--- src/rtl/lrg_pkg.sv ---
// Shared types and constants for the linear ramp generator.
// Holds function codes, register indexes, state encoding and fixed widths.
// No dependencies.
package lrg_pkg;

    localparam int VALUE_WIDTH_DEF = 32;
    localparam int TIME_WIDTH_DEF  = 24;
    localparam int FRAC_BITS       = 16;
    localparam int GRAIN_WIDTH     = 16;
    localparam int FUNC_WIDTH      = 3;
    localparam int CFG_INDEX_WIDTH = 2;
    localparam int CFG_DATA_WIDTH  = 16;

    localparam logic [GRAIN_WIDTH-1:0] DEFAULT_GRAIN = GRAIN_WIDTH'(20);

    localparam logic [CFG_INDEX_WIDTH-1:0] CFG_GRAIN    = CFG_INDEX_WIDTH'(0);
    localparam logic [CFG_INDEX_WIDTH-1:0] CFG_INT_MODE = CFG_INDEX_WIDTH'(1);

    typedef enum logic [FUNC_WIDTH-1:0] {
        FN_GO        = 3'd0,
        FN_SET       = 3'd1,
        FN_STOP      = 3'd2,
        FN_TICK      = 3'd3,
        FN_RAMP_TIME = 3'd4
    } t_func;

    typedef enum logic [2:0] {
        ST_IDLE,
        ST_EXEC,
        ST_DIV_STEPS,
        ST_DIV_SIZE,
        ST_START
    } t_state;

endpackage

--- src/rtl/lrg_divider.sv ---
// Iterative unsigned restoring divider, one quotient bit per cycle.
// Shared by the step count and step size computations of the ramp generator.
// No package dependencies.
module lrg_divider #(
    parameter int DW = 33
) (
    input  logic          i_clk,
    input  logic          i_rst_n,
    input  logic          i_start,
    input  logic [DW-1:0] i_dividend,
    input  logic [DW-1:0] i_divisor,
    output logic          o_done,
    output logic [DW-1:0] o_quotient
);

    localparam int CW = $clog2(DW);
    localparam logic [CW-1:0] CNT_LAST = CW'(DW - 1);

    logic          r_busy;
    logic          r_done;
    logic [CW-1:0] r_cnt;
    logic [DW-1:0] r_rem;
    logic [DW-1:0] r_quo;
    logic [DW-1:0] r_div;

    logic [DW:0]   rem_sh;
    logic [DW:0]   diff;
    logic          ge;

    assign rem_sh = {r_rem, r_quo[DW-1]};
    assign diff   = rem_sh - {1'b0, r_div};
    assign ge     = !diff[DW];

    always_ff @(posedge i_clk) begin
        if (!i_rst_n) begin
            r_busy <= 1'b0;
            r_done <= 1'b0;
            r_cnt  <= '0;
        end else begin
            r_done <= 1'b0;
            if (i_start) begin
                r_busy <= 1'b1;
                r_cnt  <= '0;
                r_rem  <= '0;
                r_quo  <= i_dividend;
                r_div  <= i_divisor;
            end else if (r_busy) begin
                r_rem <= ge ? diff[DW-1:0] : rem_sh[DW-1:0];
                r_quo <= {r_quo[DW-2:0], ge};
                r_cnt <= r_cnt + CW'(1);
                if (r_cnt == CNT_LAST) begin
                    r_busy <= 1'b0;
                    r_done <= 1'b1;
                end
            end
        end
    end

    assign o_done     = r_done;
    assign o_quotient = r_quo;

endmodule

--- src/rtl/linear_ramp_generator.sv ---
// Linear ramp generator: a go request with a pending ramp time starts a ramp after two
// passes through the shared one-bit-per-cycle divider, first for the step count, then
// for the step size, with DW = max(VALUE_WIDTH+1, TIME_WIDTH); set, stop, tick,
// ramp-time and other go requests take no divider pass.
// One request is in work at a time; o_stall stays high until it is done.
// Synchronous active-low reset: ramp idle, goal, current, step and pending time zero, grain 20, integer mode on.
module linear_ramp_generator
    import lrg_pkg::*;
#(
    parameter int VALUE_WIDTH = VALUE_WIDTH_DEF,
    parameter int TIME_WIDTH  = TIME_WIDTH_DEF
) (
    input  logic                       i_clk,
    input  logic                       i_rst_n,
    input  logic                       i_valid,
    output logic                       o_stall,
    input  logic [FUNC_WIDTH-1:0]      i_func,
    input  logic signed [VALUE_WIDTH-1:0] i_value,
    input  logic signed [TIME_WIDTH-1:0]  i_ramp_time,
    output logic                       o_valid,
    input  logic                       i_stall,
    output logic signed [VALUE_WIDTH-1:0] o_level,
    output logic                       o_reached,
    input  logic                       i_cfg_valid,
    output logic                       o_cfg_ready,
    input  logic [CFG_INDEX_WIDTH-1:0] i_cfg_index,
    input  logic [CFG_DATA_WIDTH-1:0]  i_cfg_data
);

    localparam int VW = VALUE_WIDTH;
    localparam int TW = TIME_WIDTH;
    localparam int DW = (VW + 1 > TW) ? VW + 1 : TW;
    localparam logic [VW-1:0] FRAC_MASK = {VW{1'b1}} >> (VW - FRAC_BITS);

    t_state r_state, n_state;

    logic [VW-1:0]          r_goal;
    logic [VW-1:0]          r_current;
    logic [VW-1:0]          r_step;
    logic [TW-1:0]          r_steps_left;
    logic [TW-1:0]          r_pending;
    logic                   r_running;
    logic [GRAIN_WIDTH-1:0] r_countdown;
    logic [GRAIN_WIDTH-1:0] r_grain;
    logic                   r_int_mode;

    logic [FUNC_WIDTH-1:0]  r_func;
    logic [VW-1:0]          r_value;
    logic [TW-1:0]          r_time;
    logic [VW-1:0]          r_start;
    logic [VW-1:0]          r_dist_mag;
    logic                   r_dist_neg;

    logic                   r_out_valid;
    logic [VW-1:0]          r_out_level;
    logic                   r_out_reached;

    logic                   div_start;
    logic                   div_done;
    logic [DW-1:0]          div_dividend;
    logic [DW-1:0]          div_divisor;
    logic [DW-1:0]          div_quotient;

    logic                   out_free;
    logic                   pending_set;
    logic                   tick_fires;
    logic [GRAIN_WIDTH-1:0] grain_now;
    logic [VW-1:0]          start_sel;
    logic [VW:0]            delta;
    logic [VW:0]            dist_abs;
    logic [TW-1:0]          steps_calc;
    logic [VW:0]            step_mag;
    logic [VW:0]            step_full;
    logic [VW-1:0]          step_sat;

    logic                   emit_go;
    logic                   ramp_commit;
    logic [VW-1:0]          base_val;
    logic [VW-1:0]          goal_sel;
    logic [TW-1:0]          steps_next;
    logic [VW:0]            sum_full;
    logic [VW-1:0]          sum_sat;
    logic                   emit_en;
    logic [VW-1:0]          emit_val;
    logic                   emit_reached;
    logic [VW-1:0]          emit_round;

    function automatic logic [VW-1:0] sat_val(input logic [VW:0] x);
        if (x[VW] != x[VW-1]) begin
            sat_val = x[VW] ? {1'b1, {(VW-1){1'b0}}} : {1'b0, {(VW-1){1'b1}}};
        end else begin
            sat_val = x[VW-1:0];
        end
    endfunction

    assign out_free    = !r_out_valid || !i_stall;
    assign pending_set = (r_pending != '0);
    assign tick_fires  = r_running && (r_countdown <= GRAIN_WIDTH'(1));
    assign grain_now   = (r_grain == '0) ? DEFAULT_GRAIN : r_grain;
    assign start_sel   = r_running ? r_current : r_goal;
    assign delta       = {r_value[VW-1], r_value} - {start_sel[VW-1], start_sel};
    assign dist_abs    = delta[VW] ? -delta : delta;
    assign steps_calc  = div_quotient[TW-1:0] + TW'(1);
    assign step_mag    = div_quotient[VW:0];
    assign step_full   = r_dist_neg ? -step_mag : step_mag;
    assign step_sat    = sat_val(step_full);

    always_comb begin
        n_state = r_state;
        case (r_state)
            ST_IDLE: begin
                if (i_valid) n_state = ST_EXEC;
            end
            ST_EXEC: begin
                case (r_func)
                    FN_GO: begin
                        if (pending_set) n_state = ST_DIV_STEPS;
                        else if (out_free) n_state = ST_IDLE;
                    end
                    FN_TICK: begin
                        if (!tick_fires || out_free) n_state = ST_IDLE;
                    end
                    default: n_state = ST_IDLE;
                endcase
            end
            ST_DIV_STEPS: begin
                if (div_done) n_state = ST_DIV_SIZE;
            end
            ST_DIV_SIZE: begin
                if (div_done) n_state = ST_START;
            end
            ST_START: begin
                if (out_free) n_state = ST_IDLE;
            end
            default: n_state = ST_IDLE;
        endcase
    end

    always_comb begin
        div_start    = 1'b0;
        div_dividend = DW'(r_dist_mag);
        div_divisor  = DW'(steps_calc);
        emit_go      = 1'b0;
        ramp_commit  = 1'b0;
        case (r_state)
            ST_EXEC: begin
                div_dividend = DW'(r_pending - TW'(1));
                div_divisor  = DW'(grain_now);
                if (r_func == FN_GO) begin
                    div_start = pending_set;
                    emit_go   = !pending_set && out_free;
                end
                if (r_func == FN_TICK) ramp_commit = tick_fires && out_free;
            end
            ST_DIV_STEPS: div_start   = div_done;
            ST_START:     ramp_commit = out_free;
            default: ;
        endcase
    end

    assign base_val   = (r_state == ST_START) ? r_start : r_current;
    assign goal_sel   = (r_state == ST_START) ? r_value : r_goal;
    assign steps_next = r_steps_left - TW'(r_steps_left != '0);
    assign sum_full   = {base_val[VW-1], base_val} + {r_step[VW-1], r_step};
    assign sum_sat    = sat_val(sum_full);

    always_comb begin
        emit_en      = emit_go || ramp_commit;
        emit_val     = r_value;
        emit_reached = 1'b1;
        if (ramp_commit) begin
            if (steps_next != '0) begin
                emit_val     = sum_sat;
                emit_reached = 1'b0;
            end else begin
                emit_val = goal_sel;
            end
        end
    end

    assign emit_round = (emit_val + (emit_val[VW-1] ? FRAC_MASK : '0)) & ~FRAC_MASK;

    always_ff @(posedge i_clk) begin
        if (!i_rst_n) begin
            r_state       <= ST_IDLE;
            r_goal        <= '0;
            r_current     <= '0;
            r_step        <= '0;
            r_steps_left  <= '0;
            r_pending     <= '0;
            r_running     <= 1'b0;
            r_countdown   <= '0;
            r_grain       <= DEFAULT_GRAIN;
            r_int_mode    <= 1'b1;
            r_out_valid   <= 1'b0;
        end else begin
            r_state <= n_state;
            if (i_cfg_valid && o_cfg_ready) begin
                if (i_cfg_index == CFG_GRAIN) r_grain <= i_cfg_data[GRAIN_WIDTH-1:0];
                if (i_cfg_index == CFG_INT_MODE) r_int_mode <= i_cfg_data[0];
            end
            if (r_out_valid && !i_stall) r_out_valid <= 1'b0;

            if (r_state == ST_IDLE && i_valid) begin
                r_func  <= i_func;
                r_value <= i_value;
                r_time  <= i_ramp_time;
            end

            if (r_state == ST_EXEC) begin
                case (r_func)
                    FN_GO: begin
                        if (pending_set) begin
                            r_start    <= start_sel;
                            r_dist_neg <= delta[VW];
                            r_dist_mag <= dist_abs[VW-1:0];
                        end else if (out_free) begin
                            r_goal       <= r_value;
                            r_steps_left <= '0;
                            r_running    <= 1'b0;
                            r_countdown  <= '0;
                        end
                    end
                    FN_SET: begin
                        r_goal       <= r_value;
                        r_steps_left <= '0;
                        r_running    <= 1'b0;
                        r_countdown  <= '0;
                    end
                    FN_STOP: begin
                        r_goal       <= r_current;
                        r_steps_left <= '0;
                        r_running    <= 1'b0;
                        r_countdown  <= '0;
                    end
                    FN_TICK: begin
                        if (r_running && !tick_fires) r_countdown <= r_countdown - GRAIN_WIDTH'(1);
                    end
                    FN_RAMP_TIME: r_pending <= r_time[TW-1] ? '0 : r_time;
                    default: ;
                endcase
            end

            if (r_state == ST_DIV_STEPS && div_done) r_steps_left <= steps_calc;
            if (r_state == ST_DIV_SIZE && div_done) r_step <= step_sat;

            if (ramp_commit) begin
                r_steps_left <= steps_next;
                if (r_state == ST_START) begin
                    r_goal    <= r_value;
                    r_pending <= '0;
                end
                if (steps_next != '0) begin
                    r_current   <= sum_sat;
                    r_countdown <= grain_now;
                    r_running   <= 1'b1;
                end else begin
                    r_current   <= base_val;
                    r_countdown <= '0;
                    r_running   <= 1'b0;
                end
            end

            if (emit_en) begin
                r_out_valid   <= 1'b1;
                r_out_level   <= r_int_mode ? emit_round : emit_val;
                r_out_reached <= emit_reached;
            end
        end
    end

    lrg_divider #(
        .DW(DW)
    ) u_divider (
        .i_clk      (i_clk),
        .i_rst_n    (i_rst_n),
        .i_start    (div_start),
        .i_dividend (div_dividend),
        .i_divisor  (div_divisor),
        .o_done     (div_done),
        .o_quotient (div_quotient)
    );

    assign o_stall     = (r_state != ST_IDLE);
    assign o_valid     = r_out_valid;
    assign o_level     = r_out_level;
    assign o_reached   = r_out_reached;
    assign o_cfg_ready = 1'b1;

endmodule

--- config.mk ---
export PLATFORM = sky130hd
export DESIGN_NAME = linear_ramp_generator
export DESIGN_NICKNAME = d
export VERILOG_FILES = /design/src/rtl/lrg_pkg.sv /design/src/rtl/lrg_divider.sv /design/src/rtl/linear_ramp_generator.sv
export SDC_FILE = /design/constraint.sdc
export NUM_CORES = 1
export LEC_CHECK = 0
export BUFFER_PORTS_ARGS = -buffer_cell sky130_fd_sc_hd__buf_2
export CAP_MARGIN = 20
export CORE_MARGIN = 3
export CORE_UTILIZATION = 30
export CTS_CLUSTER_SIZE = 10
export DETAILED_ROUTE_END_ITERATION = 8
export PLACE_DENSITY_LB_ADDON = 0.3
export SYNTH_ARGS = -nofsm -noshare
export SYNTH_HDL_FRONTEND = slang
export SYNTH_HIERARCHICAL = 1
export SYNTH_SLANG_ARGS = --single-unit
--- constraint.sdc ---
create_clock -name i_clk -period 10.2 [get_ports i_clk]
set_input_delay 1.53 -clock i_clk [delete_from_list [all_inputs] [get_ports i_clk]]
set_output_delay 1.53 -clock i_clk [all_outputs]
set_load 0.01 [all_outputs]
==> flow_summary_export.csv <==
group,metric,value,unit
finish,syn_to_final_growth,11.7,%
yosys,synth_cell_types,110,
worst_setup_path,cp.arrival,8.74,ns
worst_setup_path,r2r_slack,1.84,ns
outcome,status,"completed",
finish,final_cell_area,32700,um2
floorplanning,die_h,318,um
finish,utilization,0.341,
placement,dp_cells,4609,
floorplanning,core_area,95900,um2
floorplanning,dieArea,101000,um2
placement,io_buffer_count,116,
cts,cts_root_buf,"clkbuf_16",
finish,multi_input_area,16600,um2
cts,max-clock-path-buffers,3,
yosys,synth_edf_count,256,
cts,clk_pin_slew,0.06,ns
yosys,synth-seq-cells,446,
worst_setup_path,cp-start-kind,"flip-flop",
timing,worst_pin_slew,1.10,ns
yosys,synth.yosys.seq_area_share,0.393,
pwr,powerDensity,131,nW/um2
cts,post_cts_resize_count,0,
worst_setup_path,slowest_delay,0.77,ns
worst_setup_path,slowest_stage,"and2_2",
pwr,vdd_ir_drop_max,0.000144,V
cts,postCtsSetupBuffers,0,
placement,dp_hpwl,70.9,mm
timing,slew_headroom,0.268,
timing,min_period,8.36,ns
finish,finalNetCount,3609,
yosys,synth_cells,3381,
worst_hold_path,worst_hold_path_type,"flip-flop to flip-flop",
grt,grt_pass1_vias,23713,
yosys,synth_top_flop_cell,"edfxtp_1",
finish,diodes,0,
grt,grt_first_pass_wirelength,147,mm
yosys,netlist_area,29300,um2
finish,fill_cells,9961,
timing,rsz0062_at_grt,"false",
route,via_per_inst,5.43,
timing,slew_violations,0,
worst_setup_path,crit_required,10.58,ns
placement,globalplace.congestion,0.964,
grt,grt_antenna_before_repair,1,
pwr,power.leakage,12.7,nW
route,post-route-drc-count,0,
yosys,avgSynthCellArea,8.65,um2
floorplanning,fp.dieW,318,um
cts,clock-sinks,446,
worst_hold_path,holdPathEnd,"r_pending[23]",
yosys,async_flop_share,0,
timing,hold_viol_final,0,
finish,layout-drive-gt1-share,0.101,
yosys,yosysWarnings,6,
worst_setup_path,r2r_start,"r_state[0]",
floorplanning,io_pins,118,
floorplanning,rows,113,
worst_setup_path,r2r_end,"o_level[24]",
finish,final_common_cell,"nand2_1",
timing,fin_setup_tns,0,ns
grt,grt_usage,0.184,
timing,skew,0.0543,ns
grt,grt_max_degree,75,
cts,clk_latency,0.64,ns
route,dr_total_vias,25596,
finish,finalNonFillerCells,4712,
worst_setup_path,crit_fanout,38,
placement,postPlaceCellArea,31000,um2
route,drt-total-wl,97.7,mm
cts,cts_tree,"yes",
cts,cts-hold-fix-buffers,0,
grt,grt-ovfl-total,0,
flow_run,drv_cap,0,
timing,final.period_utilization,0.819,
route,post_drt_wl_per_cell,20.7,um
route,drt_iter0_markers,2180,
worst_hold_path,hp-start,"r_pending[23]",
route,dr.pass1.iters,6,
cts,htree_levels,2,
timing,max_clock_freq,120,MHz
floorplanning,initial_core_util,0.305,
worst_setup_path,worstSetupPathType,"flip-flop to flip-flop",
timing,setup_violations,0,
cts,cts_made_buffers,55,
worst_setup_path,path_common_cell,"a21o_1",
worst_hold_path,hold_depth,2,
worst_setup_path,cp-end-kind,"flip-flop",
finish,layout_common_cells,"nand2_1 (416), nor2_1 (332), a21oi_1 (315)",
worst_setup_path,r2r_cells,30,
finish,seqCellArea,11500,um2
route,ant_nets,0,
## cell usage after synthesis (all sizes together), types with 28 or more instances
cell    instances  area share
o211a          39       0.013
o31ai          30      0.0083
o211ai         56       0.015
mux2i          35       0.012
ha            122       0.052
dfxtp         190        0.13
and3           34      0.0077
nor3           64       0.012
a21o           54       0.014
o21ai         244       0.042
edfxtp        256        0.26
clkbuf        157       0.020
nor2          339       0.044
nor4           38      0.0095
nand3          70       0.012
xor2           75       0.023
a31oi          28      0.0060
o21a           33      0.0085
inv           131       0.017
buf            38      0.0088
nor3b          37       0.010
mux2           35       0.013
a22oi          49       0.013
xnor2         123       0.037
nand2         420       0.054
a21oi         317       0.054
a211oi         36      0.0094
## cell type report
cell class              instances  share of cell area
clock buffers                  91              0.0491
clock inverters                11             0.00237
inverters                     132              0.0152
multi-input cells            2616               0.507
flip-flops and latches        446               0.352
well taps                    1265              0.0484
repair buffers                151              0.0267
## state kept, by name, indices dropped and copies added, names as in the netlist, 3 cells and up
name,count
u_divider/o_quotient,33
u_divider/r_div,33
u_divider/r_rem,33
o_level,32
r_current,32
r_dist_mag,32
r_goal,32
r_start,32
r_step,32
r_value,32
r_pending,24
r_steps_left,24
r_time,24
r_countdown,16
r_grain,16
u_divider/r_cnt,6
r_func,3
r_state,3
## cells by family after synthesis
| family | count (synthesis) | synth area share |
|---|---|---|
| compound gates | 1017 | 0.223 |
| flops | 446 | 0.393 |
| mux | 70 | 0.0255 |
| xor+xnor | 198 | 0.0601 |
| fa+ha+maj | 125 | 0.0542 |
| buf+inv | 327 | 0.0459 |
| simple gates | 1196 | 0.198 |
| other cells | 2 | 0.000257 |
## worst max path at each step
stage               cells past startpoint       start          end
floorplan                              38  r_state[1]  o_level[23]
global placement                       30  r_state[0]  o_level[24]
detailed placement                     30  r_state[0]  o_level[24]
CTS                                    30  r_state[0]  o_level[24]
global route                           30  r_state[0]  o_level[23]
finish                                 30  r_state[0]  o_level[24]
## power breakdown
part	total [mW]	internal, mW	switching, mW
Sequential	1.96	1.93	0.0317
Combinational	0.444	0.151	0.293
Clock	1.87	1.07	0.808
## metrics by stage
step	hold slack [ns]	total power [mW]	setup slack, ns
2_1_floorplan	0.442	2.28	2.85
3_5_place_dp	0.467	2.44	1.95
3_3_place_gp	0.458	2.44	1.96
6_report	0.479	4.28	1.84
5_1_grt	0.508	4.43	1.23
4_1_cts	0.478	4.33	1.91
## layer usage
layer  part of all wire  GRT usage
met1               0.45      0.248
met2               0.48      0.308
met3              0.047     0.0189
met4              0.031     0.0595
met5                  0          0
## critical path, delay by kind of cell, from the launching register on
| family | cells | cell delay, ns |
|---|---|---|
| simple gates | 11 | 2.74 |
| buf+inv | 1 | 0.26 |
| xor+xnor | 1 | 0.13 |
| compound gates | 15 | 3.88 |
| flops | 1 | 0.42 |
| fa+ha+maj | 2 | 0.63 |
No activity file was read; power rests on OpenSTA's default activity.
